File: src/rtl/core/hpc_pkg.sv
`default_nettype none
// ----------------------------------------------------------------------------
// hpc_pkg
// Shared types and constants of the heater PID control block: operating
// modes, register indexes and field widths.
// ----------------------------------------------------------------------------
package hpc_pkg;

  localparam int unsigned TempW  = 9;
  localparam int unsigned GainW  = 16;
  localparam int unsigned DriveW = 8;
  localparam int unsigned IntegW = 17;
  localparam int unsigned CfgIdxW  = 3;
  localparam int unsigned CfgDataW = 16;

  localparam logic [DriveW-1:0] DriveMax        = 8'd255;
  localparam logic [DriveW-1:0] HighPowerReset  = 8'd255;
  localparam logic [DriveW-1:0] LowPowerReset   = 8'd64;

  // Mode code 3 is unused and behaves as off.
  typedef enum logic [1:0] {
    MODE_OFF  = 2'd0,
    MODE_BANG = 2'd1,
    MODE_PID  = 2'd2
  } mode_e;

  typedef enum logic [CfgIdxW-1:0] {
    CFG_MODE        = 3'd0,
    CFG_TARGET_TEMP = 3'd1,
    CFG_P_GAIN      = 3'd2,
    CFG_I_GAIN      = 3'd3,
    CFG_D_GAIN      = 3'd4,
    CFG_INTEG_LIMIT = 3'd5,
    CFG_HIGH_POWER  = 3'd6,
    CFG_LOW_POWER   = 3'd7
  } cfg_idx_e;

  // Error, clamped integral, derivative, bang drive and flag after the input stage.
  typedef struct packed {
    logic                     is_pid;
    logic [DriveW-1:0]        bang_drive;
    logic                     at_target;
    logic signed [TempW:0]    err;
    logic signed [IntegW-1:0] acc;
    logic signed [TempW:0]    delta;
  } s1_t;

  // Partial products after the multiply stage.
  typedef struct packed {
    logic                     is_pid;
    logic [DriveW-1:0]        bang_drive;
    logic                     at_target;
    logic signed [26:0]       p_term;
    logic signed [33:0]       i_term;
    logic signed [26:0]       d_term;
  } s2_t;

endpackage
`default_nettype wire

File: src/rtl/core/heater_pid_control.sv
`default_nettype none
// ----------------------------------------------------------------------------
// heater_pid_control
// Heater drive from one measured temperature per tick: off, bang-bang or PID
// with clamped integral and derivative on measurement.
// ----------------------------------------------------------------------------
//  channel  | dir | handshake            | payload
//  ---------+-----+----------------------+----------------------------------
//  in       | in  | in_valid_i/in_ready_o   | measured_temp_i[8:0]
//  out      | out | out_valid_o/out_ready_i | drive_o[7:0], at_target_o
//  cfg      | in  | cfg_valid_i/cfg_ready_o | cfg_index_i[2:0], cfg_data_i[15:0]
//
//  One word per cycle is accepted while the output side is not stalled.
//  The integral and previous sample update at input accept in PID mode, so
//  the three stages (error/clamp, multiply, sum/saturate) run back to back.
//  Each stage holds only while its successor is full and stalled.
//  Reset clears integral, previous sample, valid flags and all config but power.
// ----------------------------------------------------------------------------
module heater_pid_control
  import hpc_pkg::*;
(
  input  wire logic                clk_i,
  input  wire logic                rst_ni,
  input  wire logic                in_valid_i,
  output logic                     in_ready_o,
  input  wire logic [TempW-1:0]    measured_temp_i,
  output logic                     out_valid_o,
  input  wire logic                out_ready_i,
  output logic [DriveW-1:0]        drive_o,
  output logic                     at_target_o,
  input  wire logic                cfg_valid_i,
  output logic                     cfg_ready_o,
  input  wire logic [CfgIdxW-1:0]  cfg_index_i,
  input  wire logic [CfgDataW-1:0] cfg_data_i
);

  // configuration
  logic [1:0]        mode_q;
  logic [TempW-1:0]  target_q;
  logic [GainW-1:0]  p_gain_q, i_gain_q, d_gain_q, limit_q;
  logic [DriveW-1:0] high_power_q, low_power_q;

  // controller state
  logic signed [IntegW-1:0] integral_q, integral_d;
  logic [TempW-1:0]         prev_q;

  // pipeline
  logic v1_q, v2_q, v3_q;
  logic en1, en2, en3;
  s1_t  s1_q, s1_d;
  s2_t  s2_q, s2_d;
  logic [DriveW-1:0] drive_q, drive_d;
  logic              at_target_q;
  logic              in_fire;

  assign cfg_ready_o = 1'b1;

  always_ff @(posedge clk_i or negedge rst_ni) begin
    if (!rst_ni) begin
      mode_q       <= MODE_OFF;
      target_q     <= '0;
      p_gain_q     <= '0;
      i_gain_q     <= '0;
      d_gain_q     <= '0;
      limit_q      <= '0;
      high_power_q <= HighPowerReset;
      low_power_q  <= LowPowerReset;
    end else if (cfg_valid_i) begin
      case (cfg_idx_e'(cfg_index_i))
        CFG_MODE:        mode_q       <= cfg_data_i[1:0];
        CFG_TARGET_TEMP: target_q     <= cfg_data_i[TempW-1:0];
        CFG_P_GAIN:      p_gain_q     <= cfg_data_i;
        CFG_I_GAIN:      i_gain_q     <= cfg_data_i;
        CFG_D_GAIN:      d_gain_q     <= cfg_data_i;
        CFG_INTEG_LIMIT: limit_q      <= cfg_data_i;
        CFG_HIGH_POWER:  high_power_q <= cfg_data_i[DriveW-1:0];
        CFG_LOW_POWER:   low_power_q  <= cfg_data_i[DriveW-1:0];
        default: ;
      endcase
    end
  end

  // Per-stage advance: a stage loads when it is empty or its word moves on.
  assign en3        = !v3_q || out_ready_i;
  assign en2        = !v2_q || en3;
  assign en1        = !v1_q || en2;
  assign in_ready_o = en1;
  assign in_fire    = in_valid_i && in_ready_o;

  // Stage 1: error, clamped integral, derivative, bang-bang and flag.
  logic signed [IntegW:0] acc_wide, lim_pos, lim_neg, acc_sel;
  logic [12:0]            ceil_lhs, ceil_rhs;
  logic [13:0]            flag_lhs, flag_rhs;

  always_comb begin
    s1_d.err   = $signed({1'b0, target_q}) - $signed({1'b0, measured_temp_i});
    s1_d.delta = $signed({1'b0, measured_temp_i}) - $signed({1'b0, prev_q});
    acc_wide   = $signed({integral_q[IntegW-1], integral_q})
               + $signed({{(IntegW-TempW){s1_d.err[TempW]}}, s1_d.err});
    lim_pos    = $signed({2'b00, limit_q});
    lim_neg    = -lim_pos;
    if (acc_wide > lim_pos) begin
      acc_sel = lim_pos;
    end else if (acc_wide < lim_neg) begin
      acc_sel = lim_neg;
    end else begin
      acc_sel = acc_wide;
    end
    s1_d.acc = acc_sel[IntegW-1:0];

    // temp < floor(11*target/10)  <=>  10*(temp+1) <= 11*target
    ceil_lhs = ({4'b0, measured_temp_i} + 13'd1) * 13'd10;
    ceil_rhs = {4'b0, target_q} * 13'd11;
    flag_lhs = {5'b0, measured_temp_i} * 14'd20;
    flag_rhs = {5'b0, target_q} * 14'd19;

    s1_d.at_target  = flag_lhs > flag_rhs;
    s1_d.is_pid     = mode_q == MODE_PID;
    s1_d.bang_drive = '0;
    if (mode_q == MODE_BANG) begin
      if (measured_temp_i < target_q) begin
        s1_d.bang_drive = high_power_q;
      end else if (ceil_lhs <= ceil_rhs) begin
        s1_d.bang_drive = low_power_q;
      end
    end

    integral_d = s1_d.is_pid ? s1_d.acc : integral_q;
  end

  always_ff @(posedge clk_i or negedge rst_ni) begin
    if (!rst_ni) begin
      integral_q <= '0;
      prev_q     <= '0;
    end else if (in_fire && mode_q == MODE_PID) begin
      integral_q <= integral_d;
      prev_q     <= measured_temp_i;
    end
  end

  // Stage 2: gain products.
  always_comb begin
    s2_d.is_pid     = s1_q.is_pid;
    s2_d.bang_drive = s1_q.bang_drive;
    s2_d.at_target  = s1_q.at_target;
    s2_d.p_term     = $signed({1'b0, p_gain_q}) * s1_q.err;
    s2_d.i_term     = $signed({1'b0, i_gain_q}) * s1_q.acc;
    s2_d.d_term     = $signed({1'b0, d_gain_q}) * s1_q.delta;
  end

  // Stage 3: sum, shift and saturate, or pass the bang-bang drive.
  logic signed [34:0] pid_sum;

  always_comb begin
    pid_sum = $signed({{8{s2_q.p_term[26]}}, s2_q.p_term})
            + $signed({s2_q.i_term[33], s2_q.i_term})
            - $signed({{8{s2_q.d_term[26]}}, s2_q.d_term});
    if (!s2_q.is_pid) begin
      drive_d = s2_q.bang_drive;
    end else if (pid_sum[34]) begin
      drive_d = '0;
    end else if (|pid_sum[33:16]) begin
      drive_d = DriveMax;
    end else begin
      drive_d = pid_sum[15:8];
    end
  end

  always_ff @(posedge clk_i or negedge rst_ni) begin
    if (!rst_ni) begin
      v1_q <= 1'b0;
      v2_q <= 1'b0;
      v3_q <= 1'b0;
    end else begin
      if (en1) v1_q <= in_valid_i;
      if (en2) v2_q <= v1_q;
      if (en3) v3_q <= v2_q;
    end
  end

  always_ff @(posedge clk_i) begin
    if (in_fire)       s1_q <= s1_d;
    if (en2 && v1_q)   s2_q <= s2_d;
    if (en3 && v2_q) begin
      drive_q     <= drive_d;
      at_target_q <= s2_q.at_target;
    end
  end

  assign out_valid_o = v3_q;
  assign drive_o     = drive_q;
  assign at_target_o = at_target_q;

`ifndef ASSERT_OFF
  a_integral_bounded: assert property (@(posedge clk_i) disable iff (!rst_ni)
    in_fire && mode_q == MODE_PID |=>
      (integral_q <= $signed({2'b00, $past(limit_q)}))
      && (integral_q >= -$signed({2'b00, $past(limit_q)})))
    else $error("integral outside clamp after PID tick");

  a_state_kept: assert property (@(posedge clk_i) disable iff (!rst_ni)
    in_fire && mode_q != MODE_PID |=> $stable(integral_q) && $stable(prev_q))
    else $error("PID state changed outside PID mode");

  a_ready_when_drained: assert property (@(posedge clk_i) disable iff (!rst_ni)
    !out_valid_o |-> in_ready_o)
    else $error("input stalled with empty output stage");

  a_out_from_pipe: assert property (@(posedge clk_i) disable iff (!rst_ni)
    $rose(out_valid_o) |-> $past(v2_q))
    else $error("result appeared without a word in stage 2");
`endif

endmodule
`default_nettype wire

File: config.mk
export PLATFORM = sky130hd
export DESIGN_NAME = heater_pid_control
export DESIGN_NICKNAME = d
export VERILOG_FILES = /design/src/rtl/core/hpc_pkg.sv /design/src/rtl/core/heater_pid_control.sv
export SDC_FILE = /design/constraint.sdc
export NUM_CORES = 2
export LEC_CHECK = 0
export BUFFER_PORTS_ARGS = -buffer_cell sky130_fd_sc_hd__buf_2
export CAP_MARGIN = 20
export CORE_MARGIN = 2
export CORE_UTILIZATION = 23
export CTS_CLUSTER_DIAMETER = 60
export CTS_CLUSTER_SIZE = 40
export DETAILED_ROUTE_END_ITERATION = 7
export GPL_ROUTABILITY_DRIVEN = 0
export PLACE_DENSITY = 0.43
export SYNTH_ARGS = -nofsm -noshare
export SYNTH_HDL_FRONTEND = slang
export SYNTH_SLANG_ARGS = --single-unit
export TNS_END_PERCENT = 30
File: constraint.sdc
create_clock -name clk_i -period 7.95 [get_ports clk_i]
set_clock_uncertainty 0.15 [all_clocks]
set_input_delay 1.59 -clock clk_i [delete_from_list [all_inputs] [get_ports clk_i]]
set_output_delay 1.59 -clock clk_i [all_outputs]
set_load 0.01 [all_outputs]
* After elaboration in Yosys (flattened, before gate mapping)
Index checks and enable logic that the tools add are counted.
W data, S select, Z words.
** Word-level totals
- Flip-flop bits (word level) :: 274
- Input bits :: 33
- Output and inout port bits :: 12
- Logic and storage cells :: 83
** Operators by class
- Add/subtract/negate cells :: 7
- $mul :: 7
- $lt $le $gt $ge :: 5
- Eq/ne operators :: 9
- Multiplexer cells :: 7
- Reduce and logical (&&, ||, !) cells :: 21
** Operator list (number)
- $mul A17 B10 Y27 :: 2
- $mux W8 :: 5
- $add A27 B34 Y35 :: 1
- $sub A35 B27 Y35 :: 1
- $mul A17 B17 Y34 :: 1
- $mux W17 :: 2
- $sub A9 B9 Y10 :: 2
- $add A17 B10 Y18 :: 1
- $gt A18 B17 Y1 :: 1
- $lt A18 B18 Y1 :: 1
- $neg A16 Y18 :: 1
- $reduce_and A2 Y1 :: 9
- $reduce_or A18 Y1 :: 1
- $gt A14 B14 Y1 :: 1
- $mul A9 B5 Y14 const B :: 1
- $le A13 B13 Y1 :: 1
- $mul A9 B4 Y13 const B :: 1
- $eq A3 B3 Y1 const B :: 4
- $mul A10 B3 Y12 const B :: 1
- $mul A9 B3 Y12 const B :: 1
- $add A9 B1 Y10 const B :: 1
- $lt A9 B9 Y1 :: 1
- $eq A3 B2 Y1 const B :: 2
- $logic_and A1 B1 Y1 :: 4
- 6 further kinds :: 10

* Logic depth before layout (Yosys ltp)
- Word-level depth :: 7
- Mapped depth :: 31
- Mapped depth without buffers :: 30

* Least setup slack after synthesis
OpenSTA, ideal clock, no wires.
- Path kind :: input to register
- Start :: input measured_temp_i[1]
- End :: register s1_q[17] (netlist name), data pin
- Setup time :: 260 ps
- Data arrival time :: 7358 ps
- Data required time :: 7540 ps
- Path slack :: 182 ps
- Stages :: 29
- Path buffers :: 2
- Cells stage by stage :: inv_1 > ha_1 > nor2b_1 > o21ai_0 > a21boi_0 > o21ai_0 > nand2b_1 > nand2_1 > nand2_1 > a21o_1 > a21o_1 > a21oi_1 > ha_1 > a21o_1 > a21o_1 > a221o_1 > o21a_1 > o311ai_2 > a21boi_0 > ha_1 > a2111oi_0 > o22ai_1 > a21o_1 > o31ai_2 > clkbuf_1 > buf_2 > o211ai_1 > a21oi_1 > a21oi_1
** RTL lines
- start, declared :: line heater_pid_control.sv:26 : input wire logic [TempW-1:0] measured_temp_i,
- end signal, assigned :: line heater_pid_control.sv:182 : if (in_fire) s1_q <= s1_d;
- end, declared :: line heater_pid_control.sv:50 : s1_t s1_q, s1_d;

==> flow_summary_export.csv <==
group,metric,value,unit
status,status,"finished clean",
worst_setup_path,cp-start-kind,"input port",
place,io_buffers,43,
route,drc,0,
global_routing,first_global_vias,28702,
logic_synthesis,synth_nets,5072,
route,post_drt_via_cell_ratio,4.32,
worst_setup_path,worstSetupEndpointType,"flop",
logic_synthesis,postSynth.asyncResetShare,0.438,
timing,drv_slew,0,
logic_synthesis,synth_most_common_cell,"inv_1",
route,routedWlPerCell,17.5,um
timing,setup_viol,0,
logic_synthesis,synth.avg_cell_area,9.41,sq um
floorplan,initial_core_util,0.232,
route,m1WireLength,56100,um
worst_setup_path,r2r_slack,0.85,ns
place,dp_hpwl,91000,um
worst_setup_path,cp.required,8.26,ns
logic_synthesis,synth-edff-count,154,
timing,fmaxAchievable,135,MHz
logic_synthesis,synth_top_area_frac,0.251,
clock_tree,path_clk_slew,0.06,ns
finish,syn_to_final_growth,11.3,%
logic_synthesis,synthTopCellsByCount,"inv_1 (852), ha_1 (483), fa_1 (480), nand2_1 (380), and2_1 (302)",
timing,worstMarginPinSlew,1.05,ns
route,dr_wl_met2,49400,um
logic_synthesis,synthesis.instances,4076,
floorplan,die_x,412,um
clock_tree,clk_path_buf_depth,3,
worst_setup_path,max_stage_delay,0.46,ns
timing,slew_headroom,0.300,
logic_synthesis,synth_cell_type_count,86,
global_routing,track_usage,0.132,
worst_setup_path,worstPathArrival,7.69,ns
clock_tree,cts.sinks,274,
clock_tree,hold_buffers,0,
logic_synthesis,synth_area_leaders,"fa_1 (25%), ha_1 (16%), edfxtp_1 (12%), inv_1 (8.3%), dfrtp_1 (7.2%)",
floorplan,core.rowCount,149,
hold_path,hold_path_class,"reg -> reg",
timing,period_share,0.929,
clock_tree,cts_made_buffers,36,
worst_setup_path,crit_type,"in -> reg",
global_routing,grt_max_degree,57,
finish,drive_gt1_frac,0.0752,
timing,hold_viol_final,0,
global_routing,gr-total-overflow,0,
route,highest_layer,"met4",
logic_synthesis,ys_ff_latch,274,
clock_tree,htreeDepth,2,
finish,final_cells,6327,
worst_setup_path,slowest_stage,"fa_1",
route,routed_wl,111000,um
clock_tree,root_buffer,"clkbuf_16",
floorplan,dieArea,170000,sq um
timing,post-route-min-period,7.39,ns
route,drt_iter0_drc,1515,
floorplan,io_pins,45,
logic_synthesis,synthesis.area,38400,sq um
route,route.met3.wl,3540,um
route,ant_nets,0,
logic_synthesis,synth_seq_area_share,0.199,
route,drtPass1Iterations,5,
clock_tree,clk_latency,0.59,ns
finish,nets,5102,
floorplan,die_h,412,um
logic_synthesis,ys_warn_count,0,
flow_run,cap_viol_max_count,0,
worst_setup_path,crit_fanout,34,
timing,rsz0062_at_grt,"no",
logic_synthesis,synthFlopType,"edfxtp_1",
route,dr_total_vias,27316,
logic_synthesis,yosysTopAreaCell,"fa_1",
clock_tree,cts_tree,"yes",
floorplan,core,165000,sq um
global_routing,antenna_found_initial,8,
global_routing,grt_pass1_wl,174000,um
place,dp.cells,6255,
final cells by class:
| type | count | area (sq um) |
|---|---|---|
| inverters | 855 | 3210 |
| clock buffers | 42 | 956 |
| repair buffers | 105 | 716 |
| diodes | 4 | 10.0 |
| clock inverters | 24 | 320 |
| flip-flops and latches | 274 | 7640 |
| well taps | 2189 | 2740 |
| multi-input cells | 2834 | 27100 |
| fillers | 17799 | 123000 |
timing repair:
| action | 4_1_cts | 5_1_grt |
|---|---|---|
| resized for setup | 0 | 2 |
| buffers inserted | 0 | 0 |
| hold endpoints to repair | 0 | 0 |
| setup endpoints to repair | 0 | 16 |
critical path, delay by kind of cell:
kind / cells / cell delay (ns)
mux: 1 / 0.26
fa+ha+maj: 3 / 0.99
compound gates: 15 / 2.99
simple gates: 6 / 1.03
xor+xnor: 1 / 0.31
buf+inv: 3 / 0.47
final timing paths:
check,to,startpoint,cells past startpoint
min reg2reg,s2_q[88]$_DFFE_PP_,s1_q[37]$_DFFE_PP_,0
max in group asynchronous,integral_q[16]$_DFFE_PN0P_,rst_ni,3
min,s2_q[88]$_DFFE_PP_,s1_q[37]$_DFFE_PP_,0
min in group asynchronous,target_q[0]$_DFFE_PN0P_,rst_ni,1
max,integral_q[1]$_DFFE_PN0P_,measured_temp_i[1],29
max reg2reg,s2_q[54]$_DFFE_PP_,s1_q[12]$_DFFE_PP_,22
metal layers:
layer | up-vias | track usage
li1 | 13102 | -
met1 | 13708 | 0.193
met2 | 425 | 0.210
met3 | 81 | 0.0139
met4 | 0 | 0.0262
met5 | - | 0
state kept, by name (all words and copies together), names as in the netlist:
| name | cells |
|---|---|
| at_target_o | 1 |
| d_gain_q | 16 |
| drive_o | 8 |
| high_power_q | 8 |
| i_gain_q | 16 |
| integral_q | 17 |
| limit_q | 16 |
| low_power_q | 8 |
| mode_q | 2 |
| out_valid_o | 1 |
| p_gain_q | 16 |
| prev_q | 9 |
| s1_q | 47 |
| s2_q | 98 |
| target_q | 9 |
| v1_q | 1 |
| v2_q | 1 |
cells in the final DEF, fill, tap and decap left out, drive strengths merged, types with 107 or more instances in the layout:
master,netlist,final
a21oi,165,165
and2,303,303
dfrtp,111,111
edfxtp,154,154
fa,480,480
ha,483,483
inv,853,862
nand2,380,380
nor2,126,126
o21ai,115,115
xnor2,107,107
through the flow:
stage	setup TNS (ns)	utilization	area, sq um	worst slack (ns)	hold WS [ns]
after CTS	0	0.258	42700	0.461	0.272
after global placement	-0.603	0.250	41400	-0.0959	0.270
final	0	0.258	42700	0.563	0.279
after global routing	0	0.258	42700	0.116	0.277
after detailed placement	-1.98	0.250	41400	-0.169	0.264
after floorplan	0	-	38400	0.182	0.250
cells by family (layout without fill, tap and decap cells):
logic type	Yosys count	count (layout)	share of synthesized area
DFF	274	274	0.199
muxes	86	86	0.0252
xor gates and xnor gates	151	151	0.0345
adders and majority gates	964	964	0.408
AOI/OAI and AO/OA	541	541	0.0924
and+or+nand+nor	1091	1091	0.145
buffers and inverters	968	1026	0.0952
other	1	5	0.0000978
Power is left out: the tool's default activity adds up to more than one toggle a clock period on the data nets, which glitch-free logic cannot reach.
